### config.mk
export PLATFORM = sky130hd
export DESIGN_NAME = calendar_clock_with_set_keys
export DESIGN_NICKNAME = d
export VERILOG_FILES = /design/src/hw/rtl/ccsk_pkg.sv /design/src/hw/rtl/calendar_clock_with_set_keys.sv
export SDC_FILE = /design/constraint.sdc
export NUM_CORES = 1
export LEC_CHECK = 0
export BUFFER_PORTS_ARGS = -buffer_cell sky130_fd_sc_hd__buf_2
export CAP_MARGIN = 10
export CORE_ASPECT_RATIO = 0.7
export CORE_MARGIN = 2
export CORE_UTILIZATION = 50
export CTS_BUF_LIST = sky130_fd_sc_hd__clkbuf_16
export CTS_CLUSTER_DIAMETER = 60
export DETAILED_ROUTE_END_ITERATION = 8
export HOLD_SLACK_MARGIN = 0.08
export PLACE_DENSITY = 0.67
export REMOVE_ABC_BUFFERS = 1
export SYNTH_ARGS = -nofsm -noshare
export SYNTH_HDL_FRONTEND = slang
export SYNTH_SLANG_ARGS = --single-unit
### constraint.sdc
create_clock -name clk -period 32.8 [get_ports clk]
set_input_delay 6.56 -clock clk [delete_from_list [all_inputs] [get_ports clk]]
set_output_delay 6.56 -clock clk [all_outputs]
set_load 0.02 [all_outputs]
### src/hw/rtl/ccsk_pkg.sv
// ----------------------------------------------------------------------------
// ccsk_pkg
// Shared types, key codes and calendar helpers for the calendar clock.
// ----------------------------------------------------------------------------
`default_nettype none

package ccsk_pkg;

    localparam int KeyWidth  = 5;
    localparam int YearWidth = 14;

    // Keypad codes (row*4+col+1)
    localparam logic [KeyWidth-1:0] KEY_YEAR_DN   = 5'd1;
    localparam logic [KeyWidth-1:0] KEY_YEAR_UP   = 5'd2;
    localparam logic [KeyWidth-1:0] KEY_HOUR_UP   = 5'd3;
    localparam logic [KeyWidth-1:0] KEY_HOUR_DN   = 5'd4;
    localparam logic [KeyWidth-1:0] KEY_MONTH_UP  = 5'd5;
    localparam logic [KeyWidth-1:0] KEY_MONTH_DN  = 5'd6;
    localparam logic [KeyWidth-1:0] KEY_MINUTE_UP = 5'd7;
    localparam logic [KeyWidth-1:0] KEY_MINUTE_DN = 5'd8;
    localparam logic [KeyWidth-1:0] KEY_DAY_UP    = 5'd9;
    localparam logic [KeyWidth-1:0] KEY_DAY_DN    = 5'd10;
    localparam logic [KeyWidth-1:0] KEY_SECOND_UP = 5'd11;
    localparam logic [KeyWidth-1:0] KEY_SECOND_DN = 5'd12;
    localparam logic [KeyWidth-1:0] KEY_PRESET    = 5'd13;
    localparam logic [KeyWidth-1:0] KEY_SET_ENTER = 5'd14;
    localparam logic [KeyWidth-1:0] KEY_SET_LEAVE = 5'd15;
    localparam logic [KeyWidth-1:0] KEY_BLINK     = 5'd16;
    // Same position as minute down, used in run mode
    localparam logic [KeyWidth-1:0] KEY_24H       = 5'd8;

    // Preset time
    localparam logic [YearWidth-1:0] PRESET_YEAR   = 14'd2016;
    localparam logic [3:0]           PRESET_MONTH  = 4'd2;
    localparam logic [4:0]           PRESET_DAY    = 5'd28;
    localparam logic [4:0]           PRESET_HOUR   = 5'd23;
    localparam logic [5:0]           PRESET_MINUTE = 6'd59;
    localparam logic [5:0]           PRESET_SECOND = 6'd50;

    localparam logic [YearWidth-1:0] YEAR_LIMIT = 14'd10000;

    // Result payload; first declared member sits in the highest bits
    typedef struct packed {
        logic                 in_adjust;
        logic                 colon_visible;
        logic                 show_24h;
        logic                 is_pm;
        logic [3:0]           hour_twelve;
        logic [5:0]           second;
        logic [5:0]           minute;
        logic [4:0]           hour;
        logic [4:0]           day;
        logic [3:0]           month;
        logic [YearWidth-1:0] year;
    } result_t;

    // Gregorian leap year; divisibility by 25 through a reciprocal multiply
    function automatic logic is_leap(input logic [YearWidth-1:0] y);
        logic [26:0] prod;
        logic [9:0]  quot;
        logic [13:0] rem;
        logic        div25;
        prod  = 27'(y) * 27'd5243;
        quot  = prod[26:17];
        rem   = y - 14'({4'd0, quot} * 14'd25);
        div25 = (rem == 14'd0);
        return ((y[1:0] == 2'd0) && !div25) || ((y[3:0] == 4'd0) && div25);
    endfunction

    function automatic logic [5:0] month_len(input logic [3:0] m,
                                             input logic [YearWidth-1:0] y);
        logic [5:0] len;
        case (m)
            4'd2:                      len = is_leap(y) ? 6'd29 : 6'd28;
            4'd4, 4'd6, 4'd9, 4'd11:   len = 6'd30;
            default:                   len = 6'd31;
        endcase
        return len;
    endfunction

endpackage

`default_nettype wire

### src/hw/rtl/calendar_clock_with_set_keys.sv
// ----------------------------------------------------------------------------
// calendar_clock_with_set_keys
// Tick-driven calendar clock with keypad set mode and display flags.
// ----------------------------------------------------------------------------
// Usage:
//   Each request on the s_ channel is one tick; s_tdata[4:0] carries the key
//   code pressed during that tick (0 for none). The block applies the key,
//   normalizes the date and time, and returns one result on the m_ channel
//   with the date, time, 12-hour form and display flags, then advances the
//   time by one second for the next tick.
// Latency and throughput:
//   A result is valid the cycle after its request is accepted when the
//   result register is empty or draining; otherwise it waits in the skid
//   register. One request is taken every cycle while s_tready is high; the
//   key decode, one carry pass and the leap-year check fit between the state
//   registers and the result register.
// Reset:
//   rst_n loads the preset time (2016-02-28 23:59:50), run mode, 24-hour
//   display on, blinking off. Both channels come up empty and s_tready high.
// Stall:
//   A two-entry output (result register plus skid register) keeps taking
//   requests while one result waits; s_tready drops only when both are full.
// ----------------------------------------------------------------------------
`default_nettype none

module calendar_clock_with_set_keys
    import ccsk_pkg::*;
(
    input  wire logic        clk,
    input  wire logic        rst_n,
    input  wire logic        s_tvalid,
    output logic             s_tready,
    input  wire logic [7:0]  s_tdata,   // [4:0] key, [7:5] zero
    output logic             m_tvalid,
    input  wire logic        m_tready,
    // [13:0] year, [17:14] month, [22:18] day, [27:23] hour, [33:28] minute,
    // [39:34] second, [43:40] hour_twelve, [44] is_pm, [45] show_24h,
    // [46] colon_visible, [47] in_adjust
    output logic [47:0]      m_tdata
);

    logic [YearWidth-1:0] year_reg,   year_next;
    logic [3:0]           month_reg,  month_next;
    logic [4:0]           day_reg,    day_next;
    logic [4:0]           hour_reg,   hour_next;
    logic [5:0]           minute_reg, minute_next;
    logic [5:0]           second_reg, second_next;
    logic                 adjust_reg, adjust_next;
    logic                 mode_24h_reg, mode_24h_next;
    logic                 blink_en_reg, blink_en_next;
    logic                 blink_ph_reg, blink_ph_next;

    logic    out_valid_reg, skid_valid_reg;
    result_t out_data_reg, skid_data_reg;
    result_t res;

    logic [KeyWidth-1:0] key;
    logic                accept, drain;

    // Working values, one bit wider where a step can overshoot
    logic [YearWidth-1:0] yr;
    logic [3:0]           mo;
    logic [5:0]           dy;
    logic [4:0]           hr;
    logic [5:0]           mi;
    logic [5:0]           se;
    logic [5:0]           len;
    logic                 colon;
    logic [4:0]           h_mod;

    assign key      = s_tdata[KeyWidth-1:0];
    assign s_tready = !skid_valid_reg;
    assign accept   = s_tvalid && s_tready;
    assign m_tvalid = out_valid_reg;
    assign drain    = out_valid_reg && m_tready;
    assign m_tdata  = out_data_reg;

    always_comb
    begin
        yr = year_reg;
        mo = month_reg;
        dy = {1'b0, day_reg};
        hr = hour_reg;
        mi = minute_reg;
        se = second_reg;
        adjust_next   = adjust_reg;
        mode_24h_next = mode_24h_reg;
        blink_en_next = blink_en_reg;

        if (adjust_reg)
        begin
            unique case (key)
                KEY_YEAR_DN:   if (yr != '0)         yr = yr - 14'd1;
                KEY_YEAR_UP:   if (yr < YEAR_LIMIT)  yr = yr + 14'd1;
                KEY_HOUR_UP:   hr = hr + 5'd1;
                KEY_HOUR_DN:   if (hr != '0)         hr = hr - 5'd1;
                KEY_MONTH_UP:  mo = mo + 4'd1;
                KEY_MONTH_DN:  if (mo > 4'd1)        mo = mo - 4'd1;
                KEY_MINUTE_UP: mi = mi + 6'd1;
                KEY_MINUTE_DN: if (mi != '0)         mi = mi - 6'd1;
                KEY_DAY_UP:    dy = dy + 6'd1;
                KEY_DAY_DN:    if (dy > 6'd1)        dy = dy - 6'd1;
                KEY_SECOND_UP: se = se + 6'd1;
                KEY_SECOND_DN: if (se != '0)         se = se - 6'd1;
                KEY_SET_LEAVE:
                begin
                    adjust_next = 1'b0;
                    se          = '0;
                end
                default: ;
            endcase
        end
        else
        begin
            unique case (key)
                KEY_SET_ENTER: adjust_next = 1'b1;
                KEY_PRESET:
                begin
                    yr = PRESET_YEAR;
                    mo = PRESET_MONTH;
                    dy = {1'b0, PRESET_DAY};
                    hr = PRESET_HOUR;
                    mi = PRESET_MINUTE;
                    se = PRESET_SECOND;
                end
                KEY_24H:   mode_24h_next = !mode_24h_reg;
                KEY_BLINK: blink_en_next = !blink_en_reg;
                default: ;
            endcase
        end

        // One carry pass normalizes every reachable state
        if (se >= 6'd60)
        begin
            se = se - 6'd60;
            mi = mi + 6'd1;
        end
        if (mi >= 6'd60)
        begin
            mi = mi - 6'd60;
            hr = hr + 5'd1;
        end
        if (hr >= 5'd24)
        begin
            hr = hr - 5'd24;
            dy = dy + 6'd1;
        end
        len = month_len(mo, yr);
        if (dy > len)
        begin
            dy = 6'd1;
            mo = mo + 4'd1;
        end
        if (mo >= 4'd13)
        begin
            mo = 4'd1;
            yr = yr + 14'd1;
        end

        if (blink_en_next)
        begin
            colon         = !blink_ph_reg;
            blink_ph_next = !blink_ph_reg;
        end
        else
        begin
            colon         = 1'b1;
            blink_ph_next = blink_ph_reg;
        end

        h_mod = (hr >= 5'd12) ? hr - 5'd12 : hr;

        res.year          = yr;
        res.month         = mo;
        res.day           = dy[4:0];
        res.hour          = hr;
        res.minute        = mi;
        res.second        = se;
        res.hour_twelve   = (h_mod == 5'd0) ? 4'd12 : h_mod[3:0];
        res.is_pm         = (hr >= 5'd12);
        res.show_24h      = mode_24h_next;
        res.colon_visible = colon;
        res.in_adjust     = adjust_next;

        year_next   = yr;
        month_next  = mo;
        day_next    = dy[4:0];
        hour_next   = hr;
        minute_next = mi;
        // Advance one second; the next carry pass folds 60 back
        second_next = se + 6'd1;
    end

    always_ff @(posedge clk or negedge rst_n)
    begin
        if (!rst_n)
        begin
            year_reg       <= PRESET_YEAR;
            month_reg      <= PRESET_MONTH;
            day_reg        <= PRESET_DAY;
            hour_reg       <= PRESET_HOUR;
            minute_reg     <= PRESET_MINUTE;
            second_reg     <= PRESET_SECOND;
            adjust_reg     <= 1'b0;
            mode_24h_reg   <= 1'b1;
            blink_en_reg   <= 1'b0;
            blink_ph_reg   <= 1'b0;
            out_valid_reg  <= 1'b0;
            skid_valid_reg <= 1'b0;
        end
        else
        begin
            if (accept)
            begin
                year_reg     <= year_next;
                month_reg    <= month_next;
                day_reg      <= day_next;
                hour_reg     <= hour_next;
                minute_reg   <= minute_next;
                second_reg   <= second_next;
                adjust_reg   <= adjust_next;
                mode_24h_reg <= mode_24h_next;
                blink_en_reg <= blink_en_next;
                blink_ph_reg <= blink_ph_next;
            end

            if (skid_valid_reg)
            begin
                if (drain)
                begin
                    skid_valid_reg <= 1'b0;
                end
            end
            else if (accept)
            begin
                if (out_valid_reg && !drain)
                begin
                    skid_valid_reg <= 1'b1;
                end
                out_valid_reg <= 1'b1;
            end
            else if (drain)
            begin
                out_valid_reg <= 1'b0;
            end
        end
    end

    // Payload registers, no reset
    always_ff @(posedge clk)
    begin
        if (skid_valid_reg)
        begin
            if (drain)
            begin
                out_data_reg <= skid_data_reg;
            end
        end
        else if (accept)
        begin
            if (out_valid_reg && !drain)
            begin
                skid_data_reg <= res;
            end
            else
            begin
                out_data_reg <= res;
            end
        end
    end

endmodule

`default_nettype wire

==> results of run 1 <==
-- routing by layer --
metal	track usage (%)	up-vias	part of all wire, %
met5	0	-	0
met4	3.880	0	0.70
met3	6.413	20	8.5
met2	34.10	350	39
met1	38.32	5166	52
li1	-	5160	-
-- synth_stat cells, types with 5 or more instances --
library cell and count:
sky130_fd_sc_hd__a21o_1 17, sky130_fd_sc_hd__ha_1 169, sky130_fd_sc_hd__nor2b_1 18, sky130_fd_sc_hd__nor4_1 9, sky130_fd_sc_hd__clkbuf_1 41, sky130_fd_sc_hd__nand2_1 140
sky130_fd_sc_hd__inv_1 194, sky130_fd_sc_hd__a22oi_1 9, sky130_fd_sc_hd__o22ai_1 15, sky130_fd_sc_hd__fa_1 79, sky130_fd_sc_hd__dfrtp_1 23, sky130_fd_sc_hd__and3_1 15
sky130_fd_sc_hd__a21oi_1 51, sky130_fd_sc_hd__dfstp_2 23, sky130_fd_sc_hd__edfxtp_1 96, sky130_fd_sc_hd__a31oi_1 20, sky130_fd_sc_hd__and2_1 12, sky130_fd_sc_hd__a211o_1 6
sky130_fd_sc_hd__nor3b_1 5, sky130_fd_sc_hd__o31ai_1 10, sky130_fd_sc_hd__nand3_1 33, sky130_fd_sc_hd__o211ai_1 10, sky130_fd_sc_hd__mux2_2 25, sky130_fd_sc_hd__nor2_1 72
sky130_fd_sc_hd__xnor2_1 52, sky130_fd_sc_hd__o21ai_1 14, sky130_fd_sc_hd__a211oi_1 9, sky130_fd_sc_hd__nand4_1 10, sky130_fd_sc_hd__or3_1 8, sky130_fd_sc_hd__buf_2 5
sky130_fd_sc_hd__nand2b_1 14, sky130_fd_sc_hd__a41oi_1 6, sky130_fd_sc_hd__o21ai_0 81, sky130_fd_sc_hd__nor3_1 26, sky130_fd_sc_hd__mux2i_1 10, sky130_fd_sc_hd__buf_1 5
sky130_fd_sc_hd__xor2_1 23
-- stage by stage --
stage | utilization (%) | worst slack [ps] | cells
after floorplan | - | 13490 | 1394
after global placement | 53.70 | 11240 | 1834
after detailed placement | 53.70 | 11110 | 1834
after CTS | 55.84 | 11510 | 1866
after global routing | 55.84 | 10200 | 1866
final | 55.84 | 11430 | 1866
-- worst max path at each step --
stage / startpoint / endpoint / slack [ps]
final: s_tdata[0] / m_tdata[12] / 11430
after global routing: s_tdata[0] / m_tdata[12] / 10200
after CTS: s_tdata[0] / m_tdata[12] / 11510
after detailed placement: s_tdata[0] / m_tdata[12] / 11110
after global placement: s_tdata[0] / m_tdata[12] / 11240
after floorplan: s_tdata[4] / m_tdata[14] / 13490
-- critical path, delay by kind of cell --
kind	cells	cell delay (ps)
adder cells (fa/ha/maj)	11	4330
XOR/XNOR	2	400
AO/OA/AOI/OAI	26	6750
AND/OR/NAND/NOR	9	2420
buffers and inverters	8	1060
-- kinds of logic after synthesis --
logic type,share of synthesized area [%]
AOI/OAI and AO/OA,15.30
and+or+nand+nor,13.93
muxes,2.774
buffers and inverters,6.813
adders and majority gates,26.87
xor gates and xnor gates,4.775
DFF,29.53
-- layout make-up --
cell class	count	area (µm²)	area share (%)
timing repair buffer	76	425.4	2.832
multi-input combinational	1057	8770	58.38
inverter	195	732.0	4.873
sequential	142	4064	27.06
clock buffer	17	425.4	2.832
clock inverter	15	148.9	0.9913
tap	364	455.4	3.032
==> run_results.csv, run 1 <==
group,metric,value,unit
route,routedWlPerCell,18.13,µm
logic_synthesis,synth-edff-count,96,
clocking,tritoncts_clock_tree,"yes",
route,drt_pass1_iterations,6,
clocking,cts_hold_buf,0,
timing,highest_clock_rate,46.80,MHz
clocking,cts.sinks,142,
timing,slew_hr,30.48,%
critical_path,worst_setup_path_end_kind,"flip-flop",
global_routing,global_route.usage.total,24.52,%
logic_synthesis,synth.yosys.seq_area_share,29.53,%
logic_synthesis,synth.cell_area,13760,µm²
critical_path,worst-endpoint-required,32960,ps
critical_path,worstSetupPathType,"in2reg",
timing,period_minus_slack,21370,ps
clocking,root_buffer,"sky130_fd_sc_hd__clkbuf_16",
place,port_buffers,58,
layout,design_area,15020,µm²
global_routing,grt_max_degree,61,
hold_path,worst_hold_endpoint,"blink_ph_reg",
hold_path,hold_depth,1,
place,total_cell_area_at_the_placement_stage,14450,µm²
clocking,cts.clk_slew.worst_paths,70,ps
timing,rsz0062_at_grt,"no",
clocking,cts_resized,0,
logic_synthesis,yosys_warnings,0,
clocking,clock_tree.htree_level_count,4,
route,initialDrtViolationCount,1048,
route,routed-via-count,10700,
global_routing,globalRoute.totalOverflow,0,
global_routing,first_global_vias,10330,
timing,timing.final.crit_share,65.15,%
logic_synthesis,synth_cells,1446,
critical_path,timing.reg2reg.worst_path_depth,57,
floorplan,fp.dieH,142.8,µm
layout,fin_nets,1749,
logic_synthesis,synth.top_cell.area_share,20.96,%
global_routing,antenna_found_initial,0,
timing,tightestPinTransition,1043,ps
critical_path,worst_ep_arrival_time,21530,ps
clocking,clock_path_buffers,2,
floorplan,initial_standard_cell_utilization_of_the_core,51.13,%
flow_run,timing.max_cap.violations,0,
layout,num_antenna_cells,0,
critical_path,cp_slowest_stage_delay,740,ps
timing,drv_slew,0,
floorplan,boundaryPins,62,
layout,fill_cells,2421,
global_routing,wire_length_of_the_first_global_routing_pass,55790,µm
clocking,clock_latency,440,ps
layout,layout.cells.most_common_list,"sky130_fd_sc_hd__inv_1 (194), sky130_fd_sc_hd__ha_1 (169), sky130_fd_sc_hd__nand2_1 (139)",
hold_path,hold_path.startpoint,"blink_ph_reg",
floorplan,dieWidth,202.2,µm
layout,proportion_of_layout_cells_with_a_drive_suffix_above_1,12.45,%
critical_path,path_max_fanout,15,
route,detail_route.vias_per_cell,5.732,
layout,layout_overhead_on_the_synthesized_area,9.196,%
place,gp_congestion,0.9266,
place,dp_hpwl,25720,µm
timing,post_route_hold_slack,476.8,ps
timing,final.setup_skew,12.66,ps
route,drc,0,
logic_synthesis,synth_flop_cell,"sky130_fd_sc_hd__edfxtp_1",
critical_path,worst_reg2reg_setup_slack,17140,ps
timing,finalSetupTns,0,ps
logic_synthesis,postSynth.asyncResetShare,32.39,%
floorplan,fp.dieArea,28880,µm²
status,run_status,"complete, no violations",
critical_path,worst_r2r_startpoint,"year_reg[6]",
critical_path,cell_with_the_most_instances_on_the_worst_path,"sky130_fd_sc_hd__ha_1",
hold_path,min-delay-path-class,"reg2reg",
critical_path,critical_path.slowest_cell,"sky130_fd_sc_hd__a22oi_1",
timing,finalSetupViolations,0,
route,postRouteAntennaNets,0,
clocking,postCtsSetupRepairBufs,0,
logic_synthesis,synth-seq-cells,142,
timing,finalHoldViolations,0,
route,route.final.wire_length,33830,µm
logic_synthesis,synth.top_cells.by_area,"sky130_fd_sc_hd__edfxtp_1 (21%), sky130_fd_sc_hd__ha_1 (15%), sky130_fd_sc_hd__fa_1 (11%)",
floorplan,total_core_area,26900,µm²
floorplan,row_count,50,
logic_synthesis,yosys.area.top_type,"sky130_fd_sc_hd__edfxtp_1",
logic_synthesis,synth.lib_cells_used.distinct,84,
critical_path,r2r_end,"m_tdata[12]",
clocking,cts_buffers,17,
logic_synthesis,post_synth.cell_area_avg,9.513,µm²
layout,final_common_cell,"sky130_fd_sc_hd__inv_1",
critical_path,worst_setup_path_start_kind,"input pin",
Power of run 1 is not shown: default switching activity piles up to over one toggle a cycle in this logic, so the estimate is an artifact.
==> run 2, diff against run 1 <==
--- a/config.mk
+++ b/config.mk
@@ -14,7 +14,7 @@
 export CTS_CLUSTER_DIAMETER = 60
 export DETAILED_ROUTE_END_ITERATION = 8
 export HOLD_SLACK_MARGIN = 0.08
-export PLACE_DENSITY = 0.67
+export PLACE_DENSITY = 0.7
 export REMOVE_ABC_BUFFERS = 1
 export SYNTH_ARGS = -nofsm -noshare
 export SYNTH_HDL_FRONTEND = slang
==> constraint.sdc (replaced) <==
create_clock -name clk -period 17.4 [get_ports clk]
set_input_delay 3.48 -clock clk [delete_from_list [all_inputs] [get_ports clk]]
set_output_delay 3.48 -clock clk [all_outputs]
set_load 0.02 [all_outputs]
==> run 2 against run 1 <==
  * Design area increased by 2.1%
  * Non-clock buffer count increased by 36
  * Via count grew 0.43%
  * Critical path depth shrank 3
  * Worst setup slack lost 10000 ps
  * Core utilization up 1.2 points
  * Critical endpoint is now m_tdata[10]
==> run_results.csv, run 2 (same netlist as run 1, synthesis figures left out) <==
group,metric,value,unit
critical_path,cell_with_the_most_instances_on_the_worst_path,"sky130_fd_sc_hd__fa_1",
critical_path,critical_path.slowest_cell,"sky130_fd_sc_hd__fa_1",
timing,slew_hr,34.64,%
global_routing,first_global_vias,10160,
route,postRouteAntennaNets,0,
floorplan,initial_standard_cell_utilization_of_the_core,51.13,%
critical_path,worst-endpoint-required,17580,ps
clocking,tritoncts_clock_tree,"yes",
layout,final_common_cell,"sky130_fd_sc_hd__inv_1",
route,detail_route.vias_per_cell,5.648,
timing,timing.final.crit_share,94.64,%
timing,pnr_worst_setup_slack,932.7,ps
layout,layout.cells.most_common_list,"sky130_fd_sc_hd__inv_1 (193), sky130_fd_sc_hd__ha_1 (169), sky130_fd_sc_hd__nand2_1 (139)",
floorplan,dieWidth,202.2,µm
clocking,clock_tree.htree_level_count,4,
route,drt_pass1_iterations,5,
critical_path,worst_r2r_startpoint,"year_reg[6]",
clocking,cts_hold_buf,0,
global_routing,globalRoute.busiestLayer,"met1",
layout,fin_nets,1785,
critical_path,worst_ep_arrival_time,16640,ps
floorplan,total_core_area,26900,µm²
hold_path,hold_depth,1,
route,routed-via-count,10740,
status,run_status,"complete, no violations",
global_routing,grt_met2_use,33.29,%
global_routing,global_route.usage.total,24.17,%
critical_path,worst_setup_path_end_kind,"flip-flop",
timing,finalHoldViolations,0,
route,initialDrtViolationCount,1036,
layout,num_antenna_cells,0,
hold_path,hold_path.startpoint,"blink_en_reg",
route,route.final.wire_length,34170,µm
timing,tightestPinTransition,980.4,ps
hold_path,worst_hold_endpoint,"blink_en_reg",
critical_path,worst_reg2reg_setup_slack,3110,ps
floorplan,row_count,50,
global_routing,grt_max_degree,61,
critical_path,worstSetupPathType,"in2reg",
global_routing,antenna_found_initial,0,
clocking,cts.sinks,142,
critical_path,path_max_fanout,13,
place,gp_congestion,0.9179,
route,drc,0,
global_routing,grtUsageMet1,38.89,%
layout,layout_overhead_on_the_synthesized_area,11.49,%
place,dp_hpwl,26140,µm
critical_path,timing.critical_path.buf_inv,9,
route,routedWlPerCell,17.96,µm
timing,drv_slew,0,
timing,final.setup_skew,10.92,ps
clocking,clock_path_buffers,2,
timing,rsz0062_at_grt,"no",
clocking,cts.clk_slew.worst_paths,60,ps
critical_path,r2r_end,"m_tdata[10]",
critical_path,kind_of_cell_adding_the_most_delay_to_the_critical_path,"adder cells",
clocking,cts_buffers,17,
layout,design_area,15340,µm²
hold_path,min-delay-path-class,"reg2reg",
global_routing,wire_length_of_the_first_global_routing_pass,55070,µm
timing,finalSetupTns,0,ps
global_routing,globalRoute.totalOverflow,0,
layout,fill_cells,2399,
place,port_buffers,58,
clocking,root_buffer,"sky130_fd_sc_hd__clkbuf_16",
timing,highest_clock_rate,60.73,MHz
floorplan,fp.dieArea,28880,µm²
timing,finalSetupViolations,0,
global_routing,grt_use_met3,5.751,%
place,total_cell_area_at_the_placement_stage,14680,µm²
floorplan,fp.dieH,142.8,µm
timing,period_minus_slack,16470,ps
timing,post_route_hold_slack,493.8,ps
flow_run,timing.max_cap.violations,0,
layout,proportion_of_layout_cells_with_a_drive_suffix_above_1,14.76,%
critical_path,cp_slowest_stage_delay,560,ps
critical_path,worst_setup_path_start_kind,"input pin",
critical_path,timing.reg2reg.worst_path_depth,54,
floorplan,boundaryPins,62,
clocking,clock_latency,430,ps
place,dp_slack,204.4,ps
run 2: layout make-up:
class                           count  area (µm²)  share of cell area, %
Multi-Input combinational cell   1057        8783                  57.27
Clock inverter                     15       163.9                  1.069
Sequential cell                   142        4064                  26.50
Tap cell                          364       455.4                  2.970
Timing Repair Buffer              112       708.2                  4.618
Clock buffer                       17       425.4                  2.774
Inverter                          195       735.7                  4.797
run 2: worst max-delay path by stage:
stage	start	endpoint	slack, ps	cells after the start
finish	s_tdata[0]	m_tdata[10]	930	53
CTS	s_tdata[0]	m_tdata[10]	580	53
global route	s_tdata[0]	m_tdata[12]	40	54
floorplan	s_tdata[4]	m_tdata[14]	1170	55
detailed placement	s_tdata[0]	m_tdata[10]	200	53
global placement	s_tdata[0]	m_tdata[3]	350	53
run 2: what timing repair did:
| action | 4_1_cts | 5_1_grt |
|---|---|---|
| buffers inserted | 0 | 7 |
| resized for setup | 0 | 6 |
| setup endpoints to repair | 0 | 52 |
run 2: metal layers:
layer / wire length, µm / vias up
met4: 85 / 0
met1: 17890 / 5185
met2: 13440 / 319
met5: 0 / -
li1: - / 5230
met3: 2746 / 8
run 2: stage by stage:
stage	util, %	std cells
after floorplan	-	1394
after global placement	54.56	1863
after detailed placement	54.56	1863
after CTS	56.75	1895
after global routing	57.01	1902
final	57.01	1902
Power of run 2 is left out for the same reason.
